File: src/rtl/ipc_pkg.sv
package ipc_pkg;

  localparam int GainW = 16;
  localparam int DataW = 16;
  localparam int SumW  = 36;
  localparam int ProdW = 53;

  localparam logic [1:0] REG_PROP_GAIN  = 2'd0;
  localparam logic [1:0] REG_INTEG_GAIN = 2'd1;
  localparam logic [1:0] REG_DERIV_GAIN = 2'd2;

  localparam logic [GainW-1:0] PROP_GAIN_RESET  = 16'd256;
  localparam logic [GainW-1:0] INTEG_GAIN_RESET = 16'd0;
  localparam logic [GainW-1:0] DERIV_GAIN_RESET = 16'd0;

  localparam logic signed [DataW-1:0] DRIVE_MAX = 16'sd25600;
  localparam logic signed [DataW-1:0] DRIVE_MIN = -16'sd25600;

  typedef enum logic [2:0] {
    ST_IDLE,
    ST_MUL_I,
    ST_MUL_D,
    ST_ADD,
    ST_MUL_P,
    ST_FINISH
  } ipc_state_t;

  typedef struct packed {
    logic load;
    logic mul_integ;
    logic mul_deriv;
    logic add_prod;
    logic mul_prop;
    logic finish;
  } ipc_cmd_t;

  typedef struct packed {
    logic zero_oldest;
    logic out_free;
  } ipc_status_t;

endpackage

File: src/rtl/ipc_ctrl.sv
module ipc_ctrl
  import ipc_pkg::*;
(
  input  logic        clk,
  input  logic        rst,
  input  logic        in_valid,
  output logic        in_stall,
  input  ipc_status_t status,
  output ipc_cmd_t    cmd
);

  ipc_state_t state, state_next;
  logic       accept;

  always_ff @(posedge clk) begin
    if (rst) begin
      state <= ST_IDLE;
    end else begin
      state <= state_next;
    end
  end

  // A new transaction may enter while the previous result is written out.
  assign in_stall = !((state == ST_IDLE) || (state == ST_FINISH && status.out_free));
  assign accept   = in_valid && !in_stall;

  always_comb begin
    state_next = state;
    case (state)
      ST_IDLE: begin
        if (accept) begin
          state_next = status.zero_oldest ? ST_FINISH : ST_MUL_I;
        end
      end
      ST_MUL_I: state_next = ST_MUL_D;
      ST_MUL_D: state_next = ST_ADD;
      ST_ADD:   state_next = ST_MUL_P;
      ST_MUL_P: state_next = ST_FINISH;
      ST_FINISH: begin
        if (status.out_free) begin
          if (accept) begin
            state_next = status.zero_oldest ? ST_FINISH : ST_MUL_I;
          end else begin
            state_next = ST_IDLE;
          end
        end
      end
      default: state_next = ST_IDLE;
    endcase
  end

  always_comb begin
    cmd           = '0;
    cmd.load      = accept;
    case (state)
      ST_MUL_I:  cmd.mul_integ = 1'b1;
      ST_MUL_D:  cmd.mul_deriv = 1'b1;
      ST_ADD:    cmd.add_prod  = 1'b1;
      ST_MUL_P:  cmd.mul_prop  = 1'b1;
      ST_FINISH: cmd.finish    = status.out_free;
      default:   cmd.finish    = 1'b0;
    endcase
  end

endmodule

File: src/rtl/ipc_datapath.sv
module ipc_datapath
  import ipc_pkg::*;
(
  input  logic                    clk,
  input  logic                    rst,
  input  logic                    cfg_write,
  input  logic [1:0]              cfg_index,
  input  logic [GainW-1:0]        cfg_data,
  input  logic signed [DataW-1:0] error_sample,
  output logic                    out_valid,
  input  logic                    out_stall,
  output logic signed [DataW-1:0] drive_value,
  input  ipc_cmd_t                cmd,
  output ipc_status_t             status
);

  logic [GainW-1:0]        prop_gain, integ_gain, deriv_gain;
  logic signed [DataW-1:0] hist0, hist1, hist2, accum;
  logic                    bypass;
  logic signed [SumW-1:0]  sum;
  logic signed [ProdW-1:0] prod;

  logic signed [16:0]      diff1;
  logic signed [17:0]      diff2;
  logic signed [16:0]      mul_a;
  logic signed [SumW-1:0]  mul_b;
  logic signed [ProdW-1:0] mul_p;
  logic signed [ProdW:0]   total;
  logic signed [37:0]      shifted;
  logic signed [DataW-1:0] clamped;

  always_ff @(posedge clk) begin
    if (rst) begin
      prop_gain  <= PROP_GAIN_RESET;
      integ_gain <= INTEG_GAIN_RESET;
      deriv_gain <= DERIV_GAIN_RESET;
    end else if (cfg_write) begin
      case (cfg_index)
        REG_PROP_GAIN:  prop_gain  <= cfg_data;
        REG_INTEG_GAIN: integ_gain <= cfg_data;
        REG_DERIV_GAIN: deriv_gain <= cfg_data;
        default:        prop_gain  <= prop_gain;
      endcase
    end
  end

  assign status.zero_oldest = (hist1 == '0);
  assign status.out_free    = !out_valid || !out_stall;

  assign diff1 = {hist0[15], hist0} - {hist1[15], hist1};
  assign diff2 = {{2{hist0[15]}}, hist0} - {hist1[15], hist1, 1'b0} + {{2{hist2[15]}}, hist2};

  always_comb begin
    mul_a = '0;
    mul_b = '0;
    if (cmd.mul_integ) begin
      mul_a = {1'b0, integ_gain};
      mul_b = {{20{hist0[15]}}, hist0};
    end else if (cmd.mul_deriv) begin
      mul_a = {1'b0, deriv_gain};
      mul_b = {{18{diff2[17]}}, diff2};
    end else if (cmd.mul_prop) begin
      mul_a = {1'b0, prop_gain};
      mul_b = sum;
    end
  end

  assign mul_p = mul_a * mul_b;

  // Adding the accumulator at weight 2^16 together with the rounding half lets
  // one add produce accum + round(prod / 2^16).
  assign total   = {prod[ProdW-1], prod}
                 + {{22{accum[15]}}, accum, 16'h8000};
  assign shifted = total[ProdW:16];

  always_comb begin
    if (shifted > 38'(DRIVE_MAX)) begin
      clamped = DRIVE_MAX;
    end else if (shifted < 38'(DRIVE_MIN)) begin
      clamped = DRIVE_MIN;
    end else begin
      clamped = shifted[15:0];
    end
  end

  always_ff @(posedge clk) begin
    if (rst) begin
      hist0  <= '0;
      hist1  <= '0;
      hist2  <= '0;
      accum  <= '0;
      bypass <= 1'b0;
    end else begin
      if (cmd.load) begin
        hist0  <= error_sample;
        hist1  <= hist0;
        hist2  <= hist1;
        bypass <= (hist1 == '0);
      end
      if (cmd.finish && !bypass) begin
        accum <= clamped;
      end
    end
  end

  always_ff @(posedge clk) begin
    if (cmd.mul_integ) begin
      sum <= {{11{diff1[16]}}, diff1, 8'h00};
    end else if (cmd.mul_deriv || cmd.add_prod) begin
      sum <= sum + $signed(prod[SumW-1:0]);
    end
    if (cmd.mul_integ || cmd.mul_deriv || cmd.mul_prop) begin
      prod <= mul_p;
    end
  end

  always_ff @(posedge clk) begin
    if (rst) begin
      out_valid <= 1'b0;
    end else if (cmd.finish) begin
      out_valid <= 1'b1;
    end else if (!out_stall) begin
      out_valid <= 1'b0;
    end
  end

  always_ff @(posedge clk) begin
    if (cmd.finish) begin
      drive_value <= bypass ? '0 : clamped;
    end
  end

endmodule

File: src/rtl/incremental_pid_clamped.sv
// An accepted transaction runs ST_MUL_I, ST_MUL_D, ST_ADD and ST_MUL_P (skipped
// if the oldest history entry is zero); ST_FINISH registers the result when the
// output is free. The shared 17x36 multiplier runs the integral, derivative and
// proportional products in turn; new input enters only in ST_IDLE or ST_FINISH.
// Reset (rst, synchronous): history and running output cleared, gains to defaults.
module incremental_pid_clamped
  import ipc_pkg::*;
(
  input  logic                    clk,
  input  logic                    rst,
  input  logic                    cfg_write,
  input  logic [1:0]              cfg_index,
  input  logic [GainW-1:0]        cfg_data,
  input  logic                    in_valid,
  output logic                    in_stall,
  input  logic signed [DataW-1:0] error_sample,
  output logic                    out_valid,
  input  logic                    out_stall,
  output logic signed [DataW-1:0] drive_value
);

  ipc_cmd_t    cmd;
  ipc_status_t status;

  ipc_ctrl u_ctrl (
    .clk      (clk),
    .rst      (rst),
    .in_valid (in_valid),
    .in_stall (in_stall),
    .status   (status),
    .cmd      (cmd)
  );

  ipc_datapath u_datapath (
    .clk          (clk),
    .rst          (rst),
    .cfg_write    (cfg_write),
    .cfg_index    (cfg_index),
    .cfg_data     (cfg_data),
    .error_sample (error_sample),
    .out_valid    (out_valid),
    .out_stall    (out_stall),
    .drive_value  (drive_value),
    .cmd          (cmd),
    .status       (status)
  );

`ifndef SYNTHESIS
  a_drive_in_range: assert property (@(posedge clk) disable iff (rst)
    out_valid |-> (drive_value <= DRIVE_MAX && drive_value >= DRIVE_MIN))
    else $error("drive value outside clamp range");

  a_finish_sets_valid: assert property (@(posedge clk) disable iff (rst)
    cmd.finish |=> out_valid)
    else $error("finished transaction did not reach the output register");

  a_one_step: assert property (@(posedge clk) disable iff (rst)
    $onehot0({cmd.mul_integ, cmd.mul_deriv, cmd.add_prod, cmd.mul_prop, cmd.finish}))
    else $error("more than one datapath step commanded");

  a_no_load_busy: assert property (@(posedge clk) disable iff (rst)
    (cmd.mul_integ || cmd.mul_deriv || cmd.add_prod || cmd.mul_prop) |-> !cmd.load)
    else $error("transaction accepted while datapath busy");
`endif

endmodule
File: config.mk
export PLATFORM = sky130hd
export DESIGN_NAME = incremental_pid_clamped
export DESIGN_NICKNAME = d
export VERILOG_FILES = /design/src/rtl/ipc_pkg.sv /design/src/rtl/ipc_ctrl.sv /design/src/rtl/ipc_datapath.sv /design/src/rtl/incremental_pid_clamped.sv
export SDC_FILE = /design/constraint.sdc
export NUM_CORES = 2
export LEC_CHECK = 0
export BUFFER_PORTS_ARGS = -buffer_cell sky130_fd_sc_hd__buf_2
export CAP_MARGIN = 20
export CORE_MARGIN = 5
export CORE_UTILIZATION = 30
export DETAILED_ROUTE_END_ITERATION = 16
export SYNTH_ARGS = -nofsm -noshare
export SYNTH_HDL_FRONTEND = slang
export SYNTH_SLANG_ARGS = --single-unit
File: constraint.sdc
create_clock -name clk -period 11.25 [get_ports clk]
set_clock_uncertainty 0.2 [all_clocks]
set_input_delay 1.125 -clock clk [delete_from_list [all_inputs] [get_ports clk]]
set_output_delay 1.125 -clock clk [all_outputs]
set_load 0.03 [all_outputs]
==> After elaboration in Yosys (flattened, before gate mapping) <==
Index checks and enable logic that the tools add are counted.
{ "op_classes": {"n_addsub": 5, "multipliers": 1, "n_lt_le_gt_ge": 2, "eq_ne": 10, "muxes": 22, "reduce_logical": 20} }
{ "op_table": {"columns": ["cell", "n"], "rows": [
  ["two-way mux 36 bit", 5],
  ["adder 53 x 32 -> 54 bit", 1],
  ["multiplier 17 x 36 -> 53 bit", 1],
  ["two-way mux 16 bit", 3],
  ["> comparator 38 x 16 -> 1 bit, second input constant", 1],
  ["< comparator 38 x 16 -> 1 bit, second input constant", 1],
  ["adder 36 bit", 1],
  ["two-way mux 17 bit", 2],
  ["adder 18 bit", 1],
  ["one-hot mux 3 bit (6 select lines)", 1],
  ["subtractor 16 x 17 -> 18 bit", 1],
  ["subtractor 16 x 16 -> 17 bit", 1],
  ["logical NOT 16 bit", 1],
  ["two-way mux 3 bit", 4],
  ["AND reduction 2 bit", 4],
  ["two-way mux 1 bit", 7],
  ["equality test 3 x 2 -> 1 bit, second input constant", 2],
  ["equality test 3 bit, second input constant", 2],
  ["inequality test 2 x 1 -> 1 bit, second input constant", 3],
  ["logical OR 1 bit", 5],
  ["logical NOT 1 bit", 4],
  ["equality test 3 x 1 -> 1 bit, second input constant", 1],
  ["logical AND 1 bit", 3],
  ["logical NOT 3 bit", 1],
  ["other kinds (4)", 4]
]} }
{ "totals": {"ff_bits": 222, "input_bits": 39} }

==> Depth between registers and ports, before layout <==
{ "depth": {"ltp_word": 8, "ltp_mapped": 42} }

==> Modules after synthesis <==
From an unflattened synthesis, not the netlist that was laid out.
{ "hier_totals": {"hier_cells": 4085, "hier_area_um2": 35049.9} }
{ "by_module_without_submodules": {"columns": ["module", "instances", "cells_each", "area_per_inst_um2", "seq_area_each_um2"], "rows": [
  ["ipc_datapath", 1, 4054, 34819.6, 5355.1],
  ["ipc_ctrl", 1, 31, 230.2, 60.1]
]} }

==> Least setup slack after synthesis <==
OpenSTA, ideal clock, no wires.
{ "synth_path": {"path_kind": "register -> register", "startpoint": "reg u_datapath.hist0[2]", "endpoint": "reg u_datapath.prod[52], data pin", "setup_ns": 0.262, "t_arrival_ns": 9.337, "required_time_ns": 10.788, "path_slack_ns": 1.452, "path_stages_with_launch": 43, "path_buffers": 3, "period_less_slack_ns": 9.798, "cell_sequence": "dfxtp_1 inv_1 fa_1 inv_1 ha_1 o21a_1 o21a_1 o21a_1 o21ai_0 a21oi_1 o41ai_1 o2111a_1 nor3_1 a31oi_1 xnor2_1 and2_1 clkbuf_1 clkbuf_1 (+7 left out) fa_1 fa_1 inv_1 fa_1 inv_1 ha_1 a21o_1 a21o_1 a21o_1 a21o_1 a21o_1 nand2_1 a31oi_1 o21ai_0 nor3_1 nor4_1 nor3_1 xnor2_1"} }
{ "synth_between": {"elab_chain_cells": 5} }
{ "synth_lines": {"columns": ["item", "line", "source"], "rows": [
  ["start: declaration", "ipc_datapath.sv:18", "logic signed [DataW-1:0] hist0, hist1, hist2, accum;"],
  ["start signal: assignment", "ipc_datapath.sv:95", "hist0 <= error_sample;"],
  ["subtractor 16 x 17 -> 18 bit", "ipc_datapath.sv:51", "assign diff2 = {{2{hist0[15]}}, hist0} - {hist1[15], hist1, 1'b0} + {{2{hist2[15]}}, hist2};"],
  ["adder 18 bit", "ipc_datapath.sv:51", null],
  ["two-way mux 36 bit", "ipc_datapath.sv:59", "end else if (cmd.mul_deriv) begin"],
  ["two-way mux 36 bit (*)", "ipc_datapath.sv:56", "if (cmd.mul_integ) begin"],
  ["multiplier 17 x 36 -> 53 bit (*)", "ipc_datapath.sv:68", "assign mul_p = mul_a * mul_b;"],
  ["named net u_datapath.mul_p[52]", "ipc_datapath.sv:27", "logic signed [ProdW-1:0] mul_p;"],
  ["end signal: assignment", "ipc_datapath.sv:113", "prod <= mul_p;"],
  ["end: declaration", "ipc_datapath.sv:21", "logic signed [ProdW-1:0] prod;"]
]} }
Mark *: on every way through the listed nets, which the timed path passes. The rest lies on a longest branch.
A chain may end at the register's enable or synchronous reset.

==> Worst setup path after layout <==
{ "layout_path": {"startpoint": "reg u_datapath.hist0[2]", "endpoint": "reg u_datapath.prod[49], data pin"} }
The elaborated chain is that of the path after synthesis.

==> summary.md <==
| Metric | Value |
|---|---|
| Power density cells | 158 nW/um2 |
| Die area | 123000 um2 |
| Initial drt markers | 2084 |
| MaxCap Viol Count | 0 |
| Crit Path Max Fanout | 38 |
| Total track usage | 16.3% |
| Unrepaired setup endpoints after global routing | false |
| Number of global-route vias before repair | 29000 |
| Number of cell rows | 124 |
| Cell at the slowest stage of the critical path | fa_1 |
| Yosys cell types | 84 |
| Floorplan core area | 115000 um2 |
| DRT antenna net count | 0 |
| Final Setup Violations | 0 |
| Synth Net Count | a little under 5000 |
| Critical Path AT | between 10 and 15 ns |
| CP peak stage delay | between 0.5 and 0.6 ns |
| Worst Hold Launch | u_datapath.hist2[13] |
| Reg2reg setup slack | roughly 0.63 ns |
| Largest net degree at the start of global routing | 57 |
| Chip Width | 350 um |
| Final Net Count | a little under 5000 |
| Count leader, synth | inv_1 |
| Post-CTS Hold Fix Bufs | 0 |
| P&R area growth vs syn | 8.34% |
| First-pass GRT wire length | 160 mm |
| Total gr overflow | 0 |
| Post-Syn Instances | 4087 |
| Routed wire per std cell | 17.9 um |
| Total number of vias | roughly 28000 |
| Post-synth EDFFs | between 90 and 100 |
| Slew HR | 15.9% |
| CTS H-tree lvls | 1 |
| VDD IR max | 0.149 mV |
| Family with the most delay on the worst path | adder cells |
| # fillers | roughly 12000 |
| Sequential cell area fraction in the yosys report | 15.6% |
| Fin. Hold Viols | 0 |
| Buf+Inv Stages, Crit Path | 6 |
| Total CTS buffers | 27 |
| CP Data Required Time | 11.35 ns |
| Post-route cell area | 37700 um2 |
| Resized cells post-CTS | 0 |
| Layout cell share with drive strength beyond 1 | 5.46% |
| CTS tree | built |
| Synthesized flop and latch total | 222 |
| Fin Hold WS | 0.255 ns |
| Initial Utilization | between 30% and 40% |
| Startpoint types | register |
| Synth area leaders | fa_1 32%, edfxtp_1 8.4%, ha_1 8.3%, inv_1 8.3%, dfxtp_1 7.2% |
| Crit Path Class | reg -> reg |
| DRC errors left | 0 |
| Port bufs | 56 |
| Reg area | 5420 um2 |
| Most used cell, CP | fa_1 |
| Final Cycle Share | between 90% and 100% |
| Placed cell area | 36700 um2 |
| YS warnings | 0 |
| N_diodes | 0 |
| Multi-input logic area | 25800 um2 |
| Peak Freq | 0.0942 GHz |
| Initial antenna violation count | 1 |
| Final Max Tran Viols | 0 |
| Synth top area share | between 30 and 40% |
| Post-CTS setup buffers | 0 |
| Max Root-Sink Buffers | 3 |
| Root Driver | clkbuf_16 |
| Die height | between 300 and 400 um |
| Main synth FF type | dfxtp_1 |
| Mapped cell area | 34800 um2 |
| Asr flop ratio synth | 0% |
| Overall routed net length | 99.4 mm |
| Worst-margin pin slew | 1.26 ns |
| Reg2reg start | u_datapath.hist0[2] |
| Worst setup path startpoint | u_datapath.hist0[2] |
| RD Place Congestion | 0.880 |
| Drt pass-1 iters | 7 |
| Hold crit path type | reg -> reg |
| Crit path time final | 10.62 ns |
| Status | finished, final reports clean |
| Clock Sinks | between 200 and 250 |
| Avg Vias per Cell | 5.06 |
| # IOs | 57 |
| Leak Pwr | between 15 and 20 nW |
| Clock-pin slew on the worst setup and hold paths | roughly 0.06 ns |
| Post-synth top area cell | fa_1 |
| Detail Placement HPWL | 78.4 mm |
| Top cells by count, synth | 764 x inv_1, 564 x fa_1, 466 x nand2_1, 253 x a21oi_1, 230 x ha_1 |
| Setup tns final | 0 ns |
| Post-Syn Area per Cell | approximately 8.5 um2 |
| Worst skew pair latency | 0.60 ns |
| CP endpoint kind | register |
[report_power, final]
group	total [W]	switching [W]	leakage (nW)	internal [W]
clock network	0.000871	0.000380	0.423	0.000491
logic	0.00374	0.00247	14.7	0.00128
registers	0.00135	0.000219	1.98	0.00113
total	0.00597	0.00306	17.1	0.00290
[final timing paths]
kind,cells after the start,to
max reg2reg,39,u_datapath.prod[49]
min,2,u_datapath.hist2[13]
min reg2reg,2,u_datapath.hist2[13]
max,39,u_datapath.prod[49]
[layer usage]
layer / track usage [%] / part of all wire [%] / vias to the layer above / wire [um]
met5: 0 / 0.013 / - / 13
met4: 5.16 / 3.7 / 2 / 3730
met3: 2.64 / 6.8 / 173 / 6790
met2: 27.8 / 47 / 874 / 46600
met1: 21.2 / 42 / 14000 / 42200
li1: - / - / 13100 / -
[flip-flops by register name, indices dropped and copies added (netlist names), 16 cells and up]
register	flops
u_datapath.prod	53
u_datapath.accum	16
u_datapath.hist2	16
u_datapath.sum	36
u_datapath.deriv_gain	16
u_datapath.prop_gain	16
u_datapath.integ_gain	16
u_datapath.hist0	16
u_datapath.hist1	16
u_datapath.drive_value	16
[cells in the final DEF (no fill, tap or decap), drive strengths merged, types with 9 or more instances in the layout]
cell type | synthesis | layout
a32o | 11 | 11
a21oi | 253 | 253
a21o | 97 | 97
and3b | 13 | 13
o211ai | 14 | 14
a31oi | 16 | 16
nor2b | 37 | 37
o21ai | 115 | 115
xor2 | 47 | 47
and3 | 20 | 20
edfxtp | 97 | 97
a311oi | 9 | 9
o21a | 30 | 30
a21boi | 9 | 9
clkbuf | 189 | 38
o22ai | 11 | 11
a22oi | 32 | 32
fa | 564 | 564
nand4 | 25 | 25
nor4 | 16 | 16
ha | 230 | 230
nor2 | 207 | 207
xnor2 | 74 | 74
inv | 764 | 766
buf | 23 | 123
nand2 | 466 | 466
or3 | 11 | 11
nand2b | 29 | 29
or2 | 13 | 13
dfxtp | 125 | 125
and2 | 29 | 30
a211oi | 16 | 16
nor3 | 145 | 145
o21bai | 15 | 15
nand3 | 226 | 226
[final cells by class]
class                   count  area share (%)
multi-input cells        2889            68.5
repair buffers            123            2.16
inverters                 765            7.63
flip-flops and latches    222            14.4
clock buffers              38            2.09
well taps                1512            5.02
clock inverters            11           0.213
[cells by family after synthesis]
group / count (synthesis) / share of synthesized area (%)
simple gates: 1271 / 17.0
buf+inv: 977 / 10.6
fa+ha+maj: 794 / 40.8
compound gates: 693 / 12.7
flops: 222 / 15.6
xor+xnor: 121 / 3.05
mux: 9 / 0.263
[worst min-delay path, stage by stage (launching register included)]
cell and delay (ns):
dfxtp_1 0.31, nand2_1 0.05, a21oi_1 0.05
[metrics by stage]
stage / cells / utilization (%) / total power (W) / worst slack, ns
floorplan: 4087 / - / 0.00391 / 1.45
global placement: 5509 / 32.0 / 0.00497 / 0.446
detailed placement: 5509 / 32.0 / 0.00500 / 0.335
CTS: 5558 / 32.8 / 0.00590 / 0.267
global route: 5560 / 32.8 / 0.00644 / 0.00563
finish: 5560 / 32.8 / 0.00597 / 0.634
Power figures use the tool's default switching activity.
